File: src/rtl/xptw_pkg.sv
// Shared types, constants and index/address helpers for the x86 page table walker.
// No dependencies; every other file of the block refers to this package by scoped name.
package xptw_pkg;

	localparam int PHYS_ADDR_BITS = 52;
	localparam int VA_HELD_BITS   = 48;
	localparam int IDX_BITS       = 10;
	localparam int FRAME_LSB      = 12;
	localparam int FIFO_DEPTH     = 2;
	localparam int FIFO_PTR_BITS  = (FIFO_DEPTH > 1) ? $clog2(FIFO_DEPTH) : 1;
	localparam int FIFO_CNT_BITS  = $clog2(FIFO_DEPTH + 1);

	localparam logic [1:0] CFG_PAGING_ON   = 2'd0;
	localparam logic [1:0] CFG_TABLE_LEVELS = 2'd1;
	localparam logic [1:0] CFG_ROOT_ADDR   = 2'd2;

	localparam logic OUT_READ = 1'b0;
	localparam logic OUT_DONE = 1'b1;

	localparam logic REQ_TRANSLATE = 1'b0;

	localparam logic [2:0] LVL_1 = 3'd1;
	localparam logic [2:0] LVL_2 = 3'd2;
	localparam logic [2:0] LVL_3 = 3'd3;
	localparam logic [2:0] LVL_4 = 3'd4;

	typedef enum logic [1:0] {
		KIND_IDENT,
		KIND_WALK,
		KIND_RESP
	} item_kind_t;

	typedef struct packed {
		item_kind_t                kind;
		logic [63:0]               data;
		logic                      ok;
		logic [PHYS_ADDR_BITS-1:0] addr;
		logic [2:0]                levels;
	} walk_item_t;

	function automatic logic [IDX_BITS-1:0] walk_index(
		input logic [VA_HELD_BITS-1:0] hv,
		input logic [2:0]              lvl,
		input logic                    narrow
	);
		logic [IDX_BITS-1:0] idx;
		begin
			idx = '0;
			if (narrow) begin
				case (lvl)
					LVL_2: idx = hv[31:22];
					LVL_1: idx = hv[21:12];
					default: idx = '0;
				endcase
			end else begin
				case (lvl)
					LVL_4: idx = {1'b0, hv[47:39]};
					LVL_3: idx = {1'b0, hv[38:30]};
					LVL_2: idx = {1'b0, hv[29:21]};
					LVL_1: idx = {1'b0, hv[20:12]};
					default: idx = '0;
				endcase
			end
			return idx;
		end
	endfunction

	function automatic logic [PHYS_ADDR_BITS-1:0] entry_address(
		input logic [PHYS_ADDR_BITS-1:0] base,
		input logic [IDX_BITS-1:0]       idx,
		input logic                      narrow
	);
		logic [IDX_BITS+2:0] offset;
		begin
			offset = narrow ? {1'b0, idx, 2'b00} : {idx, 3'b000};
			return base + PHYS_ADDR_BITS'(offset);
		end
	endfunction

endpackage

File: src/rtl/x86_page_table_walker_core.sv
// Top level of the x86 page table walker: front end, item queue and back end.
// Depends on xptw_pkg, xptw_front, xptw_fifo and xptw_back.
//
// channel  direction  handshake             payload
// in       to block   in_valid / in_stall   req_type, virt_addr, read_data, read_ok
// out      from block out_valid / out_stall out_kind, entry_addr, entry_is_wide,
//                                           frame_number, fault
// cfg      to block   cfg_valid / cfg_ready cfg_index, cfg_data
//
// One item per cycle unless out_stall holds it; items are queued, results registered.
// The back end's walk state update (one add for the next entry address) sets the rate.
// Reset clears the walk state, the queue and the output valid flag; config resets to
// paging off, two levels and a zero root. cfg_ready is always high.
// A stalled output holds its result while the two-entry queue takes further items;
// in_stall rises only when the queue is full.
module x86_page_table_walker_core (
	input  logic                                clk,
	input  logic                                arst_n,
	input  logic                                cfg_valid,
	output logic                                cfg_ready,
	input  logic [1:0]                          cfg_index,
	input  logic [xptw_pkg::PHYS_ADDR_BITS-1:0] cfg_data,
	input  logic                                in_valid,
	output logic                                in_stall,
	input  logic                                req_type,
	input  logic [63:0]                         virt_addr,
	input  logic [63:0]                         read_data,
	input  logic                                read_ok,
	output logic                                out_valid,
	input  logic                                out_stall,
	output logic                                out_kind,
	output logic [xptw_pkg::PHYS_ADDR_BITS-1:0] entry_addr,
	output logic                                entry_is_wide,
	output logic [xptw_pkg::PHYS_ADDR_BITS-1:0] frame_number,
	output logic                                fault
);

	xptw_pkg::walk_item_t push_item;
	xptw_pkg::walk_item_t head_item;
	logic                 push;
	logic                 pop;
	logic                 queue_full;
	logic                 queue_empty;

	xptw_front u_front (
		.clk        (clk),
		.arst_n     (arst_n),
		.cfg_valid  (cfg_valid),
		.cfg_index  (cfg_index),
		.cfg_data   (cfg_data),
		.cfg_ready  (cfg_ready),
		.in_valid   (in_valid),
		.in_stall   (in_stall),
		.req_type   (req_type),
		.virt_addr  (virt_addr),
		.read_data  (read_data),
		.read_ok    (read_ok),
		.queue_full (queue_full),
		.push       (push),
		.push_item  (push_item)
	);

	xptw_fifo u_fifo (
		.clk       (clk),
		.arst_n    (arst_n),
		.push      (push),
		.push_item (push_item),
		.pop       (pop),
		.head_item (head_item),
		.empty     (queue_empty),
		.full      (queue_full)
	);

	xptw_back u_back (
		.clk           (clk),
		.arst_n        (arst_n),
		.head_item     (head_item),
		.queue_empty   (queue_empty),
		.pop           (pop),
		.out_valid     (out_valid),
		.out_stall     (out_stall),
		.out_kind      (out_kind),
		.entry_addr    (entry_addr),
		.entry_is_wide (entry_is_wide),
		.frame_number  (frame_number),
		.fault         (fault)
	);

endmodule

File: src/rtl/xptw_fifo.sv
// Short item queue between the walker front and back ends.
// Depends on xptw_pkg for the item type and queue depth.
module xptw_fifo (
	input  logic                 clk,
	input  logic                 arst_n,
	input  logic                 push,
	input  xptw_pkg::walk_item_t push_item,
	input  logic                 pop,
	output xptw_pkg::walk_item_t head_item,
	output logic                 empty,
	output logic                 full
);

	xptw_pkg::walk_item_t entries_q [xptw_pkg::FIFO_DEPTH];
	logic [xptw_pkg::FIFO_PTR_BITS-1:0] wr_ptr_q;
	logic [xptw_pkg::FIFO_PTR_BITS-1:0] rd_ptr_q;
	logic [xptw_pkg::FIFO_CNT_BITS-1:0] count_q;

	assign empty     = (count_q == '0);
	assign full      = (count_q == xptw_pkg::FIFO_CNT_BITS'(xptw_pkg::FIFO_DEPTH));
	assign head_item = entries_q[rd_ptr_q];

	function automatic logic [xptw_pkg::FIFO_PTR_BITS-1:0] ptr_next(
		input logic [xptw_pkg::FIFO_PTR_BITS-1:0] p
	);
		return (p == xptw_pkg::FIFO_PTR_BITS'(xptw_pkg::FIFO_DEPTH - 1)) ? '0 : p + 1'b1;
	endfunction

	always_ff @(posedge clk) begin
		if (push && !full) begin
			entries_q[wr_ptr_q] <= push_item;
		end
	end

	always_ff @(posedge clk or negedge arst_n) begin
		if (!arst_n) begin
			wr_ptr_q <= '0;
			rd_ptr_q <= '0;
			count_q  <= '0;
		end else begin
			if (push && !full) begin
				wr_ptr_q <= ptr_next(wr_ptr_q);
			end
			if (pop && !empty) begin
				rd_ptr_q <= ptr_next(rd_ptr_q);
			end
			case ({push && !full, pop && !empty})
				2'b10: count_q <= count_q + 1'b1;
				2'b01: count_q <= count_q - 1'b1;
				default: count_q <= count_q;
			endcase
		end
	end

endmodule

File: src/rtl/xptw_front.sv
// Front end of the walker: configuration registers, input acceptance and item classification.
// Translate requests get their root entry address here; depends on xptw_pkg.
module xptw_front (
	input  logic                                clk,
	input  logic                                arst_n,
	input  logic                                cfg_valid,
	input  logic [1:0]                          cfg_index,
	input  logic [xptw_pkg::PHYS_ADDR_BITS-1:0] cfg_data,
	output logic                                cfg_ready,
	input  logic                                in_valid,
	output logic                                in_stall,
	input  logic                                req_type,
	input  logic [63:0]                         virt_addr,
	input  logic [63:0]                         read_data,
	input  logic                                read_ok,
	input  logic                                queue_full,
	output logic                                push,
	output xptw_pkg::walk_item_t                push_item
);

	logic                                paging_on_q;
	logic [2:0]                          table_levels_q;
	logic [xptw_pkg::PHYS_ADDR_BITS-1:0] root_addr_q;

	logic [2:0]                            lv;
	logic                                  narrow;
	logic [xptw_pkg::PHYS_ADDR_BITS-1:0]   root_base;
	logic [xptw_pkg::VA_HELD_BITS-1:0]     hv;

	assign cfg_ready = 1'b1;
	assign in_stall  = queue_full;
	assign push      = in_valid && !queue_full;

	always_ff @(posedge clk or negedge arst_n) begin
		if (!arst_n) begin
			paging_on_q    <= 1'b0;
			table_levels_q <= xptw_pkg::LVL_2;
			root_addr_q    <= '0;
		end else if (cfg_valid && cfg_ready) begin
			case (cfg_index)
				xptw_pkg::CFG_PAGING_ON:    paging_on_q    <= cfg_data[0];
				xptw_pkg::CFG_TABLE_LEVELS: table_levels_q <= cfg_data[2:0];
				xptw_pkg::CFG_ROOT_ADDR:    root_addr_q    <= cfg_data;
				default: ;
			endcase
		end
	end

	always_comb begin
		if (table_levels_q == xptw_pkg::LVL_4) begin
			lv = xptw_pkg::LVL_4;
		end else if (table_levels_q == xptw_pkg::LVL_3) begin
			lv = xptw_pkg::LVL_3;
		end else begin
			lv = xptw_pkg::LVL_2;
		end
		narrow    = (lv == xptw_pkg::LVL_2);
		root_base = (lv == xptw_pkg::LVL_3) ? {root_addr_q[xptw_pkg::PHYS_ADDR_BITS-1:5], 5'b0}
			: {root_addr_q[xptw_pkg::PHYS_ADDR_BITS-1:12], 12'b0};
		hv = (lv == xptw_pkg::LVL_4) ? virt_addr[xptw_pkg::VA_HELD_BITS-1:0]
			: {16'b0, virt_addr[31:0]};

		push_item.data   = (req_type == xptw_pkg::REQ_TRANSLATE) ? virt_addr : read_data;
		push_item.ok     = read_ok;
		push_item.levels = lv;
		push_item.addr   = xptw_pkg::entry_address(root_base,
			xptw_pkg::walk_index(hv, lv, narrow), narrow);
		if (req_type != xptw_pkg::REQ_TRANSLATE) begin
			push_item.kind = xptw_pkg::KIND_RESP;
		end else if (paging_on_q) begin
			push_item.kind = xptw_pkg::KIND_WALK;
		end else begin
			push_item.kind = xptw_pkg::KIND_IDENT;
		end
	end

endmodule

File: src/rtl/xptw_back.sv
// Back end of the walker: walk state, next entry address, finish and fault results.
// Holds the output register; depends on xptw_pkg for the item type and helpers.
module xptw_back (
	input  logic                                clk,
	input  logic                                arst_n,
	input  xptw_pkg::walk_item_t                head_item,
	input  logic                                queue_empty,
	output logic                                pop,
	output logic                                out_valid,
	input  logic                                out_stall,
	output logic                                out_kind,
	output logic [xptw_pkg::PHYS_ADDR_BITS-1:0] entry_addr,
	output logic                                entry_is_wide,
	output logic [xptw_pkg::PHYS_ADDR_BITS-1:0] frame_number,
	output logic                                fault
);

	logic                                busy_q;
	logic [2:0]                          level_q;
	logic                                narrow_q;
	logic [xptw_pkg::VA_HELD_BITS-1:0]   held_virt_q;

	logic                                out_valid_q;
	logic                                out_kind_q;
	logic [xptw_pkg::PHYS_ADDR_BITS-1:0] entry_addr_q;
	logic                                entry_is_wide_q;
	logic [xptw_pkg::PHYS_ADDR_BITS-1:0] frame_number_q;
	logic                                fault_q;

	logic                                busy_n;
	logic [2:0]                          level_n;
	logic                                narrow_n;
	logic [xptw_pkg::VA_HELD_BITS-1:0]   held_virt_n;
	logic                                res_valid;
	logic                                res_kind;
	logic [xptw_pkg::PHYS_ADDR_BITS-1:0] res_addr;
	logic                                res_wide;
	logic [xptw_pkg::PHYS_ADDR_BITS-1:0] res_frame;
	logic                                res_fault;
	logic [63:0]                         pte;
	logic [2:0]                          level_dec;
	logic                                load_out;

	assign pop      = !queue_empty && (!out_valid_q || !out_stall);
	assign load_out = pop && res_valid;

	always_comb begin
		busy_n      = busy_q;
		level_n     = level_q;
		narrow_n    = narrow_q;
		held_virt_n = held_virt_q;
		res_valid   = 1'b0;
		res_kind    = xptw_pkg::OUT_DONE;
		res_addr    = '0;
		res_wide    = 1'b0;
		res_frame   = '0;
		res_fault   = 1'b0;
		pte         = narrow_q ? {32'b0, head_item.data[31:0]} : head_item.data;
		level_dec   = level_q - 1'b1;
		case (head_item.kind)
			xptw_pkg::KIND_IDENT: begin
				res_valid = 1'b1;
				res_frame = head_item.data[63:xptw_pkg::FRAME_LSB];
				busy_n    = 1'b0;
			end
			xptw_pkg::KIND_WALK: begin
				res_valid   = 1'b1;
				res_kind    = xptw_pkg::OUT_READ;
				res_addr    = head_item.addr;
				res_wide    = (head_item.levels != xptw_pkg::LVL_2);
				busy_n      = 1'b1;
				level_n     = head_item.levels;
				narrow_n    = (head_item.levels == xptw_pkg::LVL_2);
				held_virt_n = (head_item.levels == xptw_pkg::LVL_4)
					? head_item.data[xptw_pkg::VA_HELD_BITS-1:0]
					: {16'b0, head_item.data[31:0]};
			end
			xptw_pkg::KIND_RESP: begin
				if (busy_q) begin
					res_valid = 1'b1;
					if (!head_item.ok || !pte[0]) begin
						res_fault = 1'b1;
						busy_n    = 1'b0;
					end else if (level_q == xptw_pkg::LVL_2 && pte[7]) begin
						busy_n    = 1'b0;
						res_frame = narrow_q
							? xptw_pkg::PHYS_ADDR_BITS'({pte[51:22], held_virt_q[21:12]})
							: xptw_pkg::PHYS_ADDR_BITS'({pte[51:21], held_virt_q[20:12]});
					end else if (level_q <= xptw_pkg::LVL_1) begin
						busy_n    = 1'b0;
						res_frame = xptw_pkg::PHYS_ADDR_BITS'(pte[51:12]);
					end else begin
						res_kind = xptw_pkg::OUT_READ;
						level_n  = level_dec;
						res_wide = !narrow_q;
						res_addr = xptw_pkg::entry_address({pte[51:12], 12'b0},
							xptw_pkg::walk_index(held_virt_q, level_dec, narrow_q), narrow_q);
					end
				end
			end
			default: ;
		endcase
	end

	always_ff @(posedge clk or negedge arst_n) begin
		if (!arst_n) begin
			busy_q      <= 1'b0;
			level_q     <= '0;
			narrow_q    <= 1'b0;
			held_virt_q <= '0;
			out_valid_q <= 1'b0;
		end else begin
			if (pop) begin
				busy_q      <= busy_n;
				level_q     <= level_n;
				narrow_q    <= narrow_n;
				held_virt_q <= held_virt_n;
			end
			if (load_out) begin
				out_valid_q <= 1'b1;
			end else if (!out_stall) begin
				out_valid_q <= 1'b0;
			end
		end
	end

	always_ff @(posedge clk) begin
		if (load_out) begin
			out_kind_q      <= res_kind;
			entry_addr_q    <= res_addr;
			entry_is_wide_q <= res_wide;
			frame_number_q  <= res_frame;
			fault_q         <= res_fault;
		end
	end

	assign out_valid     = out_valid_q;
	assign out_kind      = out_kind_q;
	assign entry_addr    = entry_addr_q;
	assign entry_is_wide = entry_is_wide_q;
	assign frame_number  = frame_number_q;
	assign fault         = fault_q;

	a_level_range: assert property (@(posedge clk) disable iff (!arst_n)
		busy_q |-> (level_q >= xptw_pkg::LVL_1 && level_q <= xptw_pkg::LVL_4))
		else $error("walk level out of range while busy");

	a_narrow_levels: assert property (@(posedge clk) disable iff (!arst_n)
		(busy_q && narrow_q) |-> (level_q <= xptw_pkg::LVL_2))
		else $error("two-level walk with level above two");

	a_load_shows: assert property (@(posedge clk) disable iff (!arst_n)
		load_out |=> out_valid_q)
		else $error("loaded result not presented");

	a_read_clean: assert property (@(posedge clk) disable iff (!arst_n)
		(out_valid_q && out_kind_q == xptw_pkg::OUT_READ) |-> (!fault_q && frame_number_q == '0))
		else $error("read request carries frame or fault");

	a_done_clean: assert property (@(posedge clk) disable iff (!arst_n)
		(out_valid_q && out_kind_q == xptw_pkg::OUT_DONE) |-> (!entry_is_wide_q && entry_addr_q == '0))
		else $error("finished item carries an entry address");

endmodule
File: config.mk
export PLATFORM = sky130hd
export DESIGN_NAME = x86_page_table_walker_core
export DESIGN_NICKNAME = d
export VERILOG_FILES = /design/src/rtl/xptw_pkg.sv /design/src/rtl/x86_page_table_walker_core.sv /design/src/rtl/xptw_fifo.sv /design/src/rtl/xptw_front.sv /design/src/rtl/xptw_back.sv
export SDC_FILE = /design/constraint.sdc
export NUM_CORES = 1
export LEC_CHECK = 0
export BUFFER_PORTS_ARGS = -buffer_cell sky130_fd_sc_hd__buf_2
export CELL_PAD_IN_SITES_DETAIL_PLACEMENT = 1
export CELL_PAD_IN_SITES_GLOBAL_PLACEMENT = 1
export CORE_UTILIZATION = 47
export CTS_CLUSTER_SIZE = 10
export DETAILED_ROUTE_END_ITERATION = 8
export GPL_ROUTABILITY_DRIVEN = 0
export PLACE_DENSITY_LB_ADDON = 0.1
export SLEW_MARGIN = 20
export SYNTH_ARGS = -nofsm -noshare
export SYNTH_HDL_FRONTEND = slang
export SYNTH_SLANG_ARGS = --single-unit
File: constraint.sdc
create_clock -name clk -period 12.45 [get_ports clk]
set_clock_uncertainty 0.1 [all_clocks]
set_input_delay 1.245 -clock clk [delete_from_list [all_inputs] [get_ports clk]]
set_output_delay 1.245 -clock clk [all_outputs]
set_load 0.05 [all_outputs]
==> flow_metrics.tcl, run 1 <==
set metrics [dict create \
    outcome "finished, final reports clean" \
    report.final.slew_viol_count 0 \
    cp.arrival_ps 4850 \
    drt_iter0_markers 799 \
    dp_slack_ps 7880 \
    min_to "u_back.held_virt_q[35]" \
    avgSynthCellArea_um2 13.4 \
    path_cells "nor3b_2 > buf_4 > nor2_1 > a22o_1 > ha_1 > inv_1 > fa_1 > nor2b_1 > o31ai_1 > a22oi_1 > and2_1 > nand4_1 > xnor2_1" \
    cts_setup_buffers 0 \
    num_io_pins 299 \
    track_usage 0.253 \
    overflow 0 \
    die_h_um 206 \
    netlist_top_cells_count "325 x edfxtp_1, 130 x mux2_2, 127 x nand2_1" \
    power.density_mw_per_mm2 256 \
    path_max_fanout 13 \
    min_from "u_back.held_virt_q[35]" \
    synth_edf_count 325 \
    cts_root_buffer "clkbuf_16" \
    dpl_cell_area_mm2 0.0214 \
    coreArea_mm2 0.0409 \
    min_period_over_period 0.367 \
    fin_setup_tns_ps 0 \
    irDropWorstVdd_v 0.000111 \
    netlist.area_leader.share 0.500 \
    area_growth_pct 16.8 \
    wl_per_cell_um 22.9 \
    synth-async-reset-ratio 0.230 \
    netlist_area_mm2 0.0195 \
    hold_buffers 0 \
    tightest_slew_ps 1060 \
    cts_resized 0 \
    finalHoldViolations 0 \
    yosysMostFrequentCell "edfxtp_1" \
    synth.area.top_cells "edfxtp_1 50%, dfrtp_1 12%, mux2_2 7.5%" \
    fmax_mhz 219 \
    r2r_start "u_front.table_levels_q[1]" \
    wirelength_mm 52.6 \
    postLayoutCellArea_mm2 0.0228 \
    worstSetupPathType "flop to flop" \
    rr_worst_depth 13 \
    ys_ff_latch 422 \
    dr.pass1.iters 4 \
    cts_buffers 49 \
    drc 0 \
    path_delay_family "simple AND/OR/NAND/NOR gates" \
    grt_max_degree 78 \
    viasPerCell 5.59 \
    rsz0062_at_grt "no" \
    power_leakage_nw 8.73 \
    via_count 12800 \
    postRouteAntennaNets 0 \
    cts_tree "built" \
    hpwlAfterDp_mm 37.7 \
    hold_path.class "flop to flop" \
    port_buffers 273 \
    drive_gt1_frac 0.291 \
    relSlewSlack 0.293 \
    start_util 0.477 \
    yosys_warnings 0 \
    h-tree-depth 2 \
    rows 74 \
    yosysSeqAreaShare 0.625 \
    antenna_found_initial 2 \
    max-cap-violations 0 \
    setup_viol 0 \
    clock_path_buffers 3 \
    die_w_um 206 \
    worstReg2RegEnd "u_fifo.entries_q[0][26]" \
    cts.sink_count 422 \
    synth_area_leader_cell "edfxtp_1" \
    reg2reg_slack_ps 7890 \
    syn_inst 1453 \
    critPathBufInv 2 \
    synth_ff_type "edfxtp_1" \
    synth.distinct_cells 71 \
    critPathCaptureType "flop" \
    crit_path_max_incr_delay_ps 690 \
    grt_pass1_vias 13300 \
    nets 1935 \
    setup_ws_ps 7890 \
    worstPathRequired_ps 12730 \
    min_path_cells 2 \
    period_needed_ps 4560 \
    power_w 0.00583 \
    startpoint_type "flop" \
    die_area_mm2 0.0423 \
    grt_pass1_wl_mm 79.4 \
    clk-insertion-delay-late_ps 580 \
    clkSlewWorstSetupHoldPaths_ps 60 \
    slowest_stage "a22oi_1" \
]
sequential cells by signal (all words and copies together) (netlist names), 2 cells and up:
name and cells:
u_back.entry_addr 50, u_back.frame_number 52, u_back.held_virt_q 36, u_back.level_q 3, u_fifo.count_q 2, u_fifo.entries_q 220
u_front.root_addr_q 47, u_front.table_levels_q 3
metrics by stage:
stage	hold WS, ps	instances	utilization
after global placement	364	2205	0.522
after global routing	422	2296	0.557
final	392	2296	0.557
after floorplan	349	1456	-
after CTS	391	2295	0.557
after detailed placement	377	2205	0.522
worst max path at each step:
stage | to | slack, ps | cells past startpoint | start
2_1_floorplan | u_back.entry_addr[10] | 2050 | 12 | u_fifo.rd_ptr_q
3_3_place_gp | u_fifo.entries_q[0][26] | 7980 | 13 | u_front.table_levels_q[1]
3_5_place_dp | u_fifo.entries_q[0][26] | 7880 | 13 | u_front.table_levels_q[1]
4_1_cts | u_fifo.entries_q[1][26] | 7850 | 13 | u_front.table_levels_q[1]
5_1_grt | u_fifo.entries_q[0][26] | 7530 | 13 | u_front.table_levels_q[1]
6_report | u_fifo.entries_q[0][26] | 7890 | 13 | u_front.table_levels_q[1]
cell type report:
type | instances | area (um^2)
diodes | 1 | 2.50
clock buffers | 86 | 1390
clock inverters | 4 | 52.6
fillers | 4165 | 18100
inverters | 25 | 93.8
multi-input cells | 934 | 6890
flip-flops and latches | 422 | 12200
well taps | 532 | 666
repair buffers | 292 | 1510
tightest hold or removal path, cell delays in order, from the launching register on:
cell	delay (ps)
dfrtp_1	340
nand2_1	50
o21ai_0	70
where the power goes:
group	internal, W	switching [W]	total (W)
clock	0.000768	0.000544	0.00131
sequential	0.00210	0.000237	0.00234
combinational	0.000595	0.00158	0.00218
cells by family (layout without fill, tap and decap cells):
kind of cell,count (synthesis),after routing,share of synthesized area
adders and majority gates,22,22,0.0145
xor gates and xnor gates,84,84,0.0377
AOI/OAI and AO/OA,200,200,0.0720
other,2,6,0.000385
muxes,208,208,0.115
buffers and inverters,100,407,0.0237
DFF,422,422,0.625
and+or+nand+nor,415,415,0.112
layer usage:
layer / vias up / track usage / share of wire / wire length [um]
li1: 5963 / - / - / -
met5: - / 0 / 0 / 0
met2: 359 / 0.411 / 0.48 / 25300
met4: 0 / 0.0899 / 0.029 / 1510
met1: 6423 / 0.348 / 0.44 / 23300
met3: 83 / 0.0309 / 0.046 / 2430
placed cells by master (no fill, tap or decap), types with 49 or more instances in the layout:
master	netlist	final
buf_2	15	272
mux2i_1	78	78
o21ai_0	56	56
clkbuf_16	0	49
nand2_1	127	127
mux2_2	130	130
dfrtp_1	96	95
xnor2_1	68	68
nor2_1	80	79
nand3_1	52	52
edfxtp_1	325	325
No activity file was read; power rests on OpenSTA's default activity.
==> run 2, diff against run 1 <==
- clock period: 12.45 -> 4.7 ns (I/O delays scaled with it)
==> flow_metrics.tcl, run 2 (same netlist as run 1, synthesis figures left out) <==
set metrics [dict create \
    rows 74 \
    cts_buffers 49 \
    finalHoldViolations 0 \
    p_int_w 0.00927 \
    min_to "u_front.root_addr_q[29]" \
    cts_tree "built" \
    drive_gt1_frac 0.294 \
    period_needed_ps 3630 \
    die_w_um 206 \
    clkSlewWorstSetupHoldPaths_ps 60 \
    stdcell_count 2319 \
    cp.arrival_ps 3840 \
    pwr-share-clk 0.227 \
    r2r_start "u_front.table_levels_q[1]" \
    final_cell_mix "325 x edfxtp_1, 272 x buf_2, 130 x mux2_2" \
    fmax_mhz 276 \
    cts_setup_buffers 0 \
    reg2reg_slack_ps 1070 \
    via_count 13100 \
    wirelength_mm 53.5 \
    clock_path_buffers 3 \
    worstPathRequired_ps 4910 \
    irDropWorstVdd_v 0.000355 \
    track_usage 0.255 \
    switching_share 0.406 \
    cts_resized 0 \
    fin_util 0.564 \
    critPathCaptureType "flop" \
    fin_setup_tns_ps 0 \
    max-cap-violations 0 \
    die_h_um 206 \
    outcome "finished, final reports clean" \
    combPwrFrac 0.378 \
    hold_path.class "input pin to flop" \
    min_path_cells 2 \
    drc 0 \
    placed_cells 2209 \
    mostFrequentLayoutCell "edfxtp_1" \
    postRouteAntennaNets 0 \
    min_from "cfg_data[29]" \
    relSlewSlack 0.342 \
    coreArea_mm2 0.0409 \
    drt_iter0_markers 772 \
    rr_worst_depth 12 \
    worst_hold_slack_ps 30.0 \
    hpwlAfterDp_mm 38.3 \
    worstSetupPathType "flop to flop" \
    power_leakage_nw 8.84 \
    area_growth_pct 18.4 \
    power.density_mw_per_mm2 675 \
    viasPerCell 5.64 \
    dr.pass1.iters 5 \
    grt_pass1_vias 13400 \
    grt_max_degree 111 \
    seq_power_share 0.395 \
    cts.sink_count 422 \
    grt_pass1_wl_mm 79.9 \
    worstReg2RegEnd "u_fifo.entries_q[0][26]" \
    num_io_pins 299 \
    die_area_mm2 0.0423 \
    power_switching_w 0.00632 \
    regMostFlops "u_fifo.entries_q" \
    wl_per_cell_um 23.1 \
    largest_register_ffs 220 \
    clk-insertion-delay-late_ps 580 \
    antenna_found_initial 2 \
    tightest_slew_ps 959 \
    min_period_over_period 0.772 \
    overflow 0 \
    cts_root_buffer "clkbuf_16" \
    start_util 0.477 \
    h-tree-depth 2 \
    nets 1955 \
    setup_viol 0 \
    startpoint_type "flop" \
    rsz0062_at_grt "no" \
    path_max_fanout 11 \
    port_buffers 273 \
    report.final.slew_viol_count 0 \
]
run 2: power by group through the flow:
| stage | logic [W] | clock network, W | registers, W |
|---|---|---|---|
| after floorplan | 0.00285 | 0 | 0.00755 |
| after global placement | 0.00575 | 0 | 0.00618 |
| after detailed placement | 0.00586 | 0 | 0.00623 |
| after CTS | 0.00590 | 0.00361 | 0.00617 |
| after global routing | 0.00628 | 0.00374 | 0.00627 |
| final | 0.00589 | 0.00354 | 0.00616 |
run 2: final cells by class:
cell class | count | area (um^2)
sequential | 422 | 12200
clock buffer | 89 | 1460
tap | 532 | 666
fill | 4130 | 17800
inverter | 25 | 93.8
multi-input combinational | 934 | 6920
antenna | 2 | 5.00
clock inverter | 3 | 18.8
timing repair buffer | 312 | 1740
run 2: how the worst max path moves through the flow:
stage / start / to / slack [ps]
floorplan: u_fifo.rd_ptr_q / u_back.entry_addr[10] / -270
global placement: u_front.table_levels_q[1] / u_fifo.entries_q[0][22] / 1130
detailed placement: u_front.table_levels_q[1] / u_fifo.entries_q[1][36] / 1010
CTS: u_front.table_levels_q[1] / u_fifo.entries_q[0][30] / 1010
global route: u_front.table_levels_q[1] / u_fifo.entries_q[0][36] / 770
finish: u_front.table_levels_q[1] / u_fifo.entries_q[0][26] / 1070
run 2: repair_timing:
| item | in CTS | in global routing |
|---|---|---|
| hold endpoints to repair | 74 | 0 |
| hold buffers | 16 | 0 |
| setup endpoints to repair | 0 | 0 |
run 2: critical path, stage by stage, from the launching register on:
cell and delay [ps]:
dfstp_2 540, nand2_1 50, nor2_1 360, nor2_1 130, buf_4 200, a22o_1 190, ha_1 340, nor2b_1 210
o31ai_1 130, a22oi_1 220, and2_1 510, nand4_1 200, xnor2_1 180
run 2: per-layer routing:
layer | track usage | part of all wire
met1 | 0.350 | 0.44
met2 | 0.415 | 0.48
met5 | 0 | 0
met4 | 0.0921 | 0.028
met3 | 0.0339 | 0.050
run 2: metrics by stage:
| step | area, um^2 | power, W | setup WS, ps |
|---|---|---|---|
| after floorplan | 19600 | 0.0104 | -273 |
| after global placement | 21500 | 0.0119 | 1130 |
| after detailed placement | 21500 | 0.0121 | 1010 |
| after CTS | 23100 | 0.0157 | 1010 |
| after global routing | 23100 | 0.0163 | 771 |
| final | 23100 | 0.0156 | 1070 |
